[src/rtl/core/jsu_pkg.sv]
// Shared types, constants and helper functions for the JSON string unescaper.
package jsu_pkg;

  localparam int unsigned MaxIn = 65535;
  localparam int unsigned QDepth = 4;
  localparam int unsigned QAw = $clog2(QDepth);

  localparam logic [2:0] PH_OPEN = 3'd0;
  localparam logic [2:0] PH_BODY = 3'd1;
  localparam logic [2:0] PH_ESC  = 3'd2;
  localparam logic [2:0] PH_HEX  = 3'd3;
  localparam logic [2:0] PH_IDLE = 3'd4;

  localparam logic [1:0] KIND_DATA  = 2'd0;
  localparam logic [1:0] KIND_DONE  = 2'd1;
  localparam logic [1:0] KIND_ERROR = 2'd2;

  localparam logic [7:0] CH_QUOTE     = 8'h22;
  localparam logic [7:0] CH_BACKSLASH = 8'h5c;
  localparam logic [7:0] CH_LOWER_U   = 8'h75;
  localparam logic [7:0] CH_CTRL_END  = 8'h20;

  localparam logic [15:0] UTF8_ONE_MAX = 16'h007f;
  localparam logic [15:0] UTF8_TWO_MAX = 16'h07ff;
  localparam logic [7:0]  UTF8_LEAD2   = 8'hc0;
  localparam logic [7:0]  UTF8_LEAD3   = 8'he0;
  localparam logic [7:0]  UTF8_CONT    = 8'h80;

  localparam logic [15:0] CAP_RESET = 16'hffff;

  // One run of results caused by a single input byte.
  typedef struct packed {
    logic [1:0]      count;   // number of results, 1 to 3
    logic [1:0]      kind;
    logic [2:0][7:0] bytes;   // data bytes, index 0 goes out first
    logic [15:0]     clen;
    logic [15:0]     used;
  } job_t;

  // Returns {valid, value} for one hex digit of either case.
  function automatic logic [4:0] hex_digit(input logic [7:0] c);
    logic [4:0] r;
    r = '0;
    if (c >= 8'h30 && c <= 8'h39) begin
      r = {1'b1, c[3:0]};
    end else if ((c >= 8'h61 && c <= 8'h66) || (c >= 8'h41 && c <= 8'h46)) begin
      r = {1'b1, c[3:0] + 4'd9};
    end
    return r;
  endfunction

  // Returns {valid, byte} for the single-character escapes.
  function automatic logic [8:0] simple_escape(input logic [7:0] c);
    logic [8:0] r;
    unique case (c)
      8'h22:   r = {1'b1, 8'h22};
      8'h5c:   r = {1'b1, 8'h5c};
      8'h2f:   r = {1'b1, 8'h2f};
      8'h62:   r = {1'b1, 8'h08};
      8'h66:   r = {1'b1, 8'h0c};
      8'h6e:   r = {1'b1, 8'h0a};
      8'h72:   r = {1'b1, 8'h0d};
      8'h74:   r = {1'b1, 8'h09};
      default: r = '0;
    endcase
    return r;
  endfunction

endpackage

[src/rtl/core/jsu_front.sv]
// Front end: parses input bytes, tracks string state and builds result runs.
module jsu_front (
  input  logic            clk,
  input  logic            rst,
  input  logic            accept,
  input  logic [7:0]      in_byte,
  input  logic            end_of_buffer,
  input  logic [15:0]     capacity,
  output logic            push,
  output jsu_pkg::job_t   job
);

  logic [2:0]  phase, phase_next;
  logic [1:0]  hex_seen, hex_seen_next;
  logic [15:0] acc, acc_next;
  logic [15:0] emitted, emitted_next;
  logic [15:0] in_count, in_count_next;

  logic        fail;
  logic [4:0]  hex;
  logic [8:0]  esc;
  logic [15:0] code;

  always_comb begin
    phase_next    = phase;
    hex_seen_next = hex_seen;
    acc_next      = acc;
    emitted_next  = emitted;
    in_count_next = in_count;
    fail          = 1'b0;
    job           = '0;
    hex           = jsu_pkg::hex_digit(in_byte);
    esc           = jsu_pkg::simple_escape(in_byte);
    code          = {acc[11:0], hex[3:0]};

    if (phase != jsu_pkg::PH_IDLE) begin
      if (in_count == 16'(jsu_pkg::MaxIn)) begin
        fail = 1'b1;
      end else begin
        in_count_next = in_count + 16'd1;
        if (end_of_buffer &&
            !(phase == jsu_pkg::PH_BODY && in_byte == jsu_pkg::CH_QUOTE)) begin
          fail = 1'b1;
        end else begin
          unique case (phase)
            jsu_pkg::PH_OPEN: begin
              if (in_byte == jsu_pkg::CH_QUOTE) phase_next = jsu_pkg::PH_BODY;
              else fail = 1'b1;
            end
            jsu_pkg::PH_BODY: begin
              if (in_byte == jsu_pkg::CH_QUOTE) begin
                job.count  = 2'd1;
                job.kind   = jsu_pkg::KIND_DONE;
                job.clen   = emitted;
                job.used   = in_count + 16'd1;
                phase_next = jsu_pkg::PH_IDLE;
              end else if (in_byte == jsu_pkg::CH_BACKSLASH) begin
                phase_next = jsu_pkg::PH_ESC;
              end else if (in_byte < jsu_pkg::CH_CTRL_END || emitted >= capacity) begin
                fail = 1'b1;
              end else begin
                job.count    = 2'd1;
                job.kind     = jsu_pkg::KIND_DATA;
                job.bytes[0] = in_byte;
                emitted_next = emitted + 16'd1;
              end
            end
            jsu_pkg::PH_ESC: begin
              if (emitted >= capacity) begin
                fail = 1'b1;
              end else if (esc[8]) begin
                job.count    = 2'd1;
                job.kind     = jsu_pkg::KIND_DATA;
                job.bytes[0] = esc[7:0];
                emitted_next = emitted + 16'd1;
                phase_next   = jsu_pkg::PH_BODY;
              end else if (in_byte == jsu_pkg::CH_LOWER_U) begin
                hex_seen_next = 2'd0;
                acc_next      = '0;
                phase_next    = jsu_pkg::PH_HEX;
              end else begin
                fail = 1'b1;
              end
            end
            jsu_pkg::PH_HEX: begin
              if (!hex[4]) begin
                fail = 1'b1;
              end else if (hex_seen != 2'd3) begin
                acc_next      = code;
                hex_seen_next = hex_seen + 2'd1;
              end else begin
                hex_seen_next = 2'd0;
                acc_next      = '0;
                phase_next    = jsu_pkg::PH_BODY;
                job.kind      = jsu_pkg::KIND_DATA;
                // A one-byte code is emitted without a capacity check.
                if (code <= jsu_pkg::UTF8_ONE_MAX) begin
                  job.count    = 2'd1;
                  job.bytes[0] = code[7:0];
                  emitted_next = emitted + 16'd1;
                end else if (code <= jsu_pkg::UTF8_TWO_MAX) begin
                  if ({1'b0, emitted} + 17'd2 > {1'b0, capacity}) begin
                    fail = 1'b1;
                  end else begin
                    job.count    = 2'd2;
                    job.bytes[0] = jsu_pkg::UTF8_LEAD2 | {3'b0, code[10:6]};
                    job.bytes[1] = jsu_pkg::UTF8_CONT | {2'b0, code[5:0]};
                    emitted_next = emitted + 16'd2;
                  end
                end else begin
                  if ({1'b0, emitted} + 17'd3 > {1'b0, capacity}) begin
                    fail = 1'b1;
                  end else begin
                    job.count    = 2'd3;
                    job.bytes[0] = jsu_pkg::UTF8_LEAD3 | {4'b0, code[15:12]};
                    job.bytes[1] = jsu_pkg::UTF8_CONT | {2'b0, code[11:6]};
                    job.bytes[2] = jsu_pkg::UTF8_CONT | {2'b0, code[5:0]};
                    emitted_next = emitted + 16'd3;
                  end
                end
              end
            end
            default: fail = 1'b1;
          endcase
        end
      end
      if (fail) begin
        job        = '0;
        job.count  = 2'd1;
        job.kind   = jsu_pkg::KIND_ERROR;
        phase_next = jsu_pkg::PH_IDLE;
      end
    end

    if (end_of_buffer) begin
      phase_next    = jsu_pkg::PH_OPEN;
      hex_seen_next = '0;
      acc_next      = '0;
      emitted_next  = '0;
      in_count_next = '0;
    end
  end

  assign push = accept && (job.count != 2'd0);

  always_ff @(posedge clk) begin
    if (rst) begin
      phase    <= jsu_pkg::PH_OPEN;
      hex_seen <= '0;
      acc      <= '0;
      emitted  <= '0;
      in_count <= '0;
    end else if (accept) begin
      phase    <= phase_next;
      hex_seen <= hex_seen_next;
      acc      <= acc_next;
      emitted  <= emitted_next;
      in_count <= in_count_next;
    end
  end

endmodule

[src/rtl/core/jsu_queue.sv]
// Short queue of result runs between the front end and the output serializer.
module jsu_queue (
  input  logic            clk,
  input  logic            rst,
  input  logic            push,
  input  jsu_pkg::job_t   push_job,
  input  logic            pop,
  output jsu_pkg::job_t   head,
  output logic            empty,
  output logic            full
);

  jsu_pkg::job_t                 entries [jsu_pkg::QDepth];
  logic [jsu_pkg::QAw-1:0]       wr_ptr;
  logic [jsu_pkg::QAw-1:0]       rd_ptr;
  logic [jsu_pkg::QAw:0]         count;

  assign head  = entries[rd_ptr];
  assign empty = (count == '0);
  assign full  = (count == (jsu_pkg::QAw+1)'(jsu_pkg::QDepth));

  always_ff @(posedge clk) begin
    if (push) entries[wr_ptr] <= push_job;
  end

  always_ff @(posedge clk) begin
    if (rst) begin
      wr_ptr <= '0;
      rd_ptr <= '0;
      count  <= '0;
    end else begin
      if (push) wr_ptr <= wr_ptr + 1'b1;
      if (pop)  rd_ptr <= rd_ptr + 1'b1;
      unique case ({push, pop})
        2'b10:   count <= count + 1'b1;
        2'b01:   count <= count - 1'b1;
        default: count <= count;
      endcase
    end
  end

  a_no_overflow: assert property (@(posedge clk) disable iff (rst) push |-> !full || pop)
    else $error("queue written while full");
  a_no_underflow: assert property (@(posedge clk) disable iff (rst) pop |-> !empty)
    else $error("queue read while empty");
  a_count_bound: assert property (@(posedge clk) disable iff (rst)
      count <= (jsu_pkg::QAw+1)'(jsu_pkg::QDepth))
    else $error("queue count beyond depth");
  a_head_nonzero: assert property (@(posedge clk) disable iff (rst)
      !empty |-> head.count != 2'd0)
    else $error("queued run holds no results");

endmodule

[src/rtl/core/jsu_back.sv]
// Back end: walks each queued run and drives the registered result port.
module jsu_back (
  input  logic            clk,
  input  logic            rst,
  input  jsu_pkg::job_t   head,
  input  logic            empty,
  output logic            pop,
  input  logic            out_stall,
  output logic            out_valid,
  output logic [7:0]      out_byte,
  output logic [1:0]      kind,
  output logic [15:0]     content_length,
  output logic [15:0]     bytes_consumed,
  output logic            last_of_run
);

  logic [1:0] sub;
  logic       load;
  logic       is_last;

  assign load    = (!out_valid || !out_stall) && !empty;
  assign is_last = (sub == head.count - 2'd1);
  assign pop     = load && is_last;

  always_ff @(posedge clk) begin
    if (rst) begin
      out_valid <= 1'b0;
      sub       <= '0;
    end else begin
      if (load) begin
        out_valid <= 1'b1;
        sub       <= is_last ? 2'd0 : sub + 2'd1;
      end else if (!out_stall) begin
        out_valid <= 1'b0;
      end
    end
  end

  always_ff @(posedge clk) begin
    if (load) begin
      out_byte       <= head.bytes[sub];
      kind           <= head.kind;
      content_length <= head.clen;
      bytes_consumed <= head.used;
      last_of_run    <= is_last;
    end
  end

  a_sub_in_run: assert property (@(posedge clk) disable iff (rst)
      !empty |-> sub < head.count)
    else $error("result index beyond run length");
  a_sub_idle: assert property (@(posedge clk) disable iff (rst)
      empty |-> sub == 2'd0)
    else $error("result index left open with no run queued");

endmodule

[src/rtl/core/json_string_unescape.sv]
// Top level of the streaming JSON string unescaper with UTF-8 output.
// A result passes from its input byte transfer through the run queue and the output register.
// Throughput: one input byte per cycle while the run queue is not full; a \u code
// of k bytes sends k results in turn, and a four-entry run queue absorbs such bursts.
// Reset (rst, synchronous): parser state, queue and output valid clear; the
// capacity register returns to 65535.
module json_string_unescape (
  input  logic        clk,
  input  logic        rst,
  // Input byte channel.
  input  logic        in_valid,
  output logic        in_stall,
  input  logic [7:0]  in_byte,
  input  logic        end_of_buffer,
  // Result channel.
  output logic        out_valid,
  input  logic        out_stall,
  output logic [7:0]  out_byte,
  output logic [1:0]  kind,
  output logic [15:0] content_length,
  output logic [15:0] bytes_consumed,
  output logic        last_of_run,
  // Capacity register write channel.
  input  logic        cfg_valid,
  output logic        cfg_ready,
  input  logic [15:0] out_capacity
);

  logic          capacity;
  logic [15:0]   cap_reg;
  logic          in_accept;
  logic          push;
  logic          pop;
  logic          q_empty;
  logic          q_full;
  jsu_pkg::job_t push_job;
  jsu_pkg::job_t head;

  // The register takes a write in any cycle; software writes it only while
  // no string is in flight.
  assign cfg_ready = 1'b1;
  assign capacity  = cfg_valid && cfg_ready;

  always_ff @(posedge clk) begin
    if (rst) begin
      cap_reg <= jsu_pkg::CAP_RESET;
    end else if (capacity) begin
      cap_reg <= out_capacity;
    end
  end

  // The front end holds off new bytes only when the run queue is full, so
  // a stalled output never blocks input until the queue has filled.
  assign in_stall  = q_full;
  assign in_accept = in_valid && !in_stall;

  jsu_front u_front (
    .clk           (clk),
    .rst           (rst),
    .accept        (in_accept),
    .in_byte       (in_byte),
    .end_of_buffer (end_of_buffer),
    .capacity      (cap_reg),
    .push          (push),
    .job           (push_job)
  );

  jsu_queue u_queue (
    .clk      (clk),
    .rst      (rst),
    .push     (push),
    .push_job (push_job),
    .pop      (pop),
    .head     (head),
    .empty    (q_empty),
    .full     (q_full)
  );

  // The back end sends each run one result per transfer and flags its last one.
  jsu_back u_back (
    .clk            (clk),
    .rst            (rst),
    .head           (head),
    .empty          (q_empty),
    .pop            (pop),
    .out_stall      (out_stall),
    .out_valid      (out_valid),
    .out_byte       (out_byte),
    .kind           (kind),
    .content_length (content_length),
    .bytes_consumed (bytes_consumed),
    .last_of_run    (last_of_run)
  );

endmodule

[config.mk]
export PLATFORM = sky130hd
export DESIGN_NAME = json_string_unescape
export DESIGN_NICKNAME = d
export VERILOG_FILES = /design/src/rtl/core/jsu_pkg.sv /design/src/rtl/core/jsu_front.sv /design/src/rtl/core/jsu_queue.sv /design/src/rtl/core/jsu_back.sv /design/src/rtl/core/json_string_unescape.sv
export SDC_FILE = /design/constraint.sdc
export NUM_CORES = 1
export LEC_CHECK = 0
export ABC_AREA = 0
export BUFFER_PORTS_ARGS = -buffer_cell sky130_fd_sc_hd__buf_4
export CORE_MARGIN = 1
export CORE_UTILIZATION = 31
export DETAILED_ROUTE_END_ITERATION = 16
export GPL_ROUTABILITY_DRIVEN = 0
export GPL_TIMING_DRIVEN = 0
export HOLD_SLACK_MARGIN = 0.05
export SLEW_MARGIN = 20
export SYNTH_ARGS = -nofsm -noshare
export SYNTH_HDL_FRONTEND = slang
export SYNTH_HIERARCHICAL = 1
export SYNTH_SLANG_ARGS = --single-unit
[constraint.sdc]
create_clock -name clk -period 16.2 [get_ports clk]
set_input_delay 0 -clock clk [delete_from_list [all_inputs] [get_ports clk]]
set_output_delay 0 -clock clk [all_outputs]
set_load 0.1 [all_outputs]
==> metrics.txt <==
met1 Track Usage GR=approximately 20%; Switching Share=between 30 and 40%; die area=about 56,000 sq um; root buffer cell=clkbuf_16; Placement Setup Slack=about 9 ns; Seq/Total Area, Yosys=a little under 60%; top cells by area, synth=edfxtp_1 (49%), dfxtp_1 (9.0%), mux4_2 (7.8%); Crit. End Element=flip-flop; layout overhead on the synthesized area=18.4%; GRT overflow=0; CP Buf/Inv Count=3; largest area contributor in the netlist=edfxtp_1; setup slack after layout=9.13 ns; CP required=about 17 ns; DRT iter0 DRCs=between 1k and 1.5k; count of final setup violators=0; syn_area_per_cell=roughly 13 sq um; Clock Tree Buf Depth=3; critical path type=flip-flop to flip-flop; maximum vdd drop=119 uV; GR Util met3=2.74%; vias per cell=just over 5; DRT antenna net count=0; worst-path cell chain=clkbuf_1 > nand3_1 > nor2_1 > nand2_1 > xnor2_1 > ha_1 > a21o_1 > a211o_1 > a211oi_1 > o21ai_0 > a311o_4 > a2111o_1 > o21a_1 > inv_1 > ha_1 > inv_1 > fa_1 > xor2_1 > or3_1 > a21oi_1; core area=approximately 55,000 sq um; Pint=1.86 mW; cts bufs inserted=38; TritonCTS clock tree=built; first-pass GRT wire length=~66 mm; Overall Global Routing Usage=between 10 and 15%; Flop pwr share=41.0%; fmax=about 0.14 GHz; antenna violations before repair=1; Clock Power Share=28.5%; hold slack=~0.09 ns; Power Total=2.91 mW; Comb pwr share=a little under a third; Fillers=5,241; Net Switching=approximately 1.1 mW; Port-buffer cells=72; Crit Path Max Fanout=10; startpoint type of the worst setup path=flip-flop; Hold Violations, Final=0; DP Area=18,800 sq um; min Tclk post-route=roughly 7 ns; Synth warnings=6; clk slew on worst S/H paths=0.06 ns; post-detail-place hpwl=a little under 30 mm; CP arrival=7.55 ns; Post-Synthesis Cells=about 1.3k; setup TNS=0 ns; Post-synth EDFFs=approximately 280; clk_skew=about 0.030 ns; starting density of the core=between 30% and 40%; Slowest cell on crit path=a211oi_1; vias in the first global route=between 10k and 15k; detailed-route DRC error count=0; leakage power=roughly 7 nW; Die Width=~240 um; global routing met2 resource utilization=approximately a quarter; # nets final=about 1.6k; cell area after synthesis=approximately 17,000 sq um; largest net degree at the start of global routing=43; relative slew slack=between 30% and 40%; Biggest register=u_queue/entries; post-synth top area share=49.4%; Vias=~12k; # H-tree levels=2; DRT Pass-1 Iters=6; Avg WL per Cell=between 15 and 20 um; clock sinks=360; fin crit share=between 40% and 50%; RSZ-0062 raised after global routing=no; Top-Level Pins=76; Die Y=238 um; Hold Crit Class=input pin to flip-flop; Async SR Flop Fraction=0%; max FFs per register=240; #FFs+latches synth=360; critical path's top delay family=compound AO/OA/AOI/OAI gates; Finished Cell Area=slightly above 20,000 sq um; share of layout cells above drive strength 1=~16%; Worst-Margin Slew=0.992 ns; result of the run=finished, final reports clean; most common flop cell mapped by yosys=edfxtp_1; pwr dens=approximately 140 nW/um^2; Clk Latency, worst-skew pair=~0.56 ns; Setup Buffers After CTS=0; Distinct cells, synth=84; site row count=between 80 and 90; final slew viol count=0; crit-path max cell delay=around 0.65 ns; Max Cap Violations=0; final WL=about 42 mm; GRT Max-Usage Layer=met2
stage by stage:
step,instances,utilization [%]
after floorplan,1322,-
after global placement,2142,34.0
after detailed placement,2147,34.3
after CTS,2254,37.1
after global routing,2255,37.1
final,2255,37.1
kinds of logic (layout without fill, tap and decap cells):
group           after synthesis  in the layout  share of synthesized area [%]
compound gates              262            262                           10.3
other cells                   2              4                         0.0436
flops                       360            360                           58.3
xor+xnor                     55             55                           2.80
buf+inv                     116            300                           3.62
fa+ha+maj                    64             64                           4.69
mux                          74             74                           8.66
simple gates                388            388                           11.6
tightest hold or removal path: stages:
cell and delay [ns]:
buf_4 0.11, nor2b_1 0.22, nand4_1 0.16, o21ai_0 0.09
cell usage after synthesis (4+ instances only):
cell and count:
ha_1 63, nor2b_1 23, buf_12 6, nor3_1 20
nand3_1 32, or3_1 10, a31oi_1 6, nand3b_1 15
inv_1 39, xnor2_1 35, a211oi_1 8, xor2_1 20
nand4_1 15, a21oi_1 71, buf_4 5, a32o_1 4
and2_1 30, or2_2 4, a211o_1 23, a31o_2 8
nand2_1 69, edfxtp_1 283, nand2b_1 7, buf_2 11
o22ai_1 4, and3_1 21, buf_6 7, o21ai_0 52
clkbuf_1 44, nor3b_1 4, mux2i_1 14, o21ai_1 10
a221oi_1 6, nor4_1 7, a21o_1 9, o31ai_1 7
mux4_2 60, nor2_1 108, o211ai_1 5, a22oi_1 6
dfxtp_1 77, and4_1 4
layout by cell type, fill, tap and decap left out, types with 26 or more instances in the layout:
master,netlist,routed
buf_4,5,77
clkbuf_1,44,58
a21oi_1,71,71
clkbuf_16,0,38
nand2_1,69,69
mux4_2,60,60
edfxtp_1,283,283
o21ai_0,52,52
ha_1,63,63
and2_1,30,26
xnor2_1,35,35
nand3_1,32,32
inv_1,39,38
nor2_1,108,108
dfxtp_1,77,77
dlygate4sd3_1,0,37
power by group through the flow:
stage	clock network (mW)	logic [mW]	registers, mW
2_1_floorplan	0	0.251	1.64
3_3_place_gp	0	0.865	1.23
3_5_place_dp	0	0.892	1.22
4_1_cts	0.855	0.903	1.20
5_1_grt	0.886	0.933	1.21
6_report	0.829	0.888	1.20
layer usage:
metal | routed length, um | vias up | part of all wire, %
li1 | - | 5357 | -
met1 | 18500 | 5674 | 44
met2 | 19800 | 432 | 47
met3 | 2490 | 92 | 5.9
met4 | 1410 | 0 | 3.3
met5 | 0 | - | 0
cell type report:
type	count	area [sq um]	share of cell area, %
Inverter	40	155	0.761
Sequential cell	360	10000	49.2
Clock inverter	16	148	0.724
Clock buffer	54	1030	5.06
Multi-Input combinational cell	846	6580	32.3
Tap cell	748	936	4.59
Buffer	76	468	2.30
Antenna cell	1	2.50	0.0123
Timing Repair Buffer	114	1030	5.07
final timing paths:
kind	startpoint	end	slack, ns	depth (start not counted)
max	u_front/emitted[3]	u_queue/count[2]	9.13	20
min	in_valid	u_front/phase[2]	0.09	4
max reg2reg	u_front/emitted[3]	u_queue/count[2]	9.13	20
min reg2reg	u_front/hex_seen[1]	u_front/hex_seen[1]	0.49	2
timing repair:
action / CTS / global route
gates resized for setup: 0 / 0
hold buffers: 37 / 0
hold endpoints to repair: 37 / 0
Note: power is estimated with default switching activity, not from simulation.
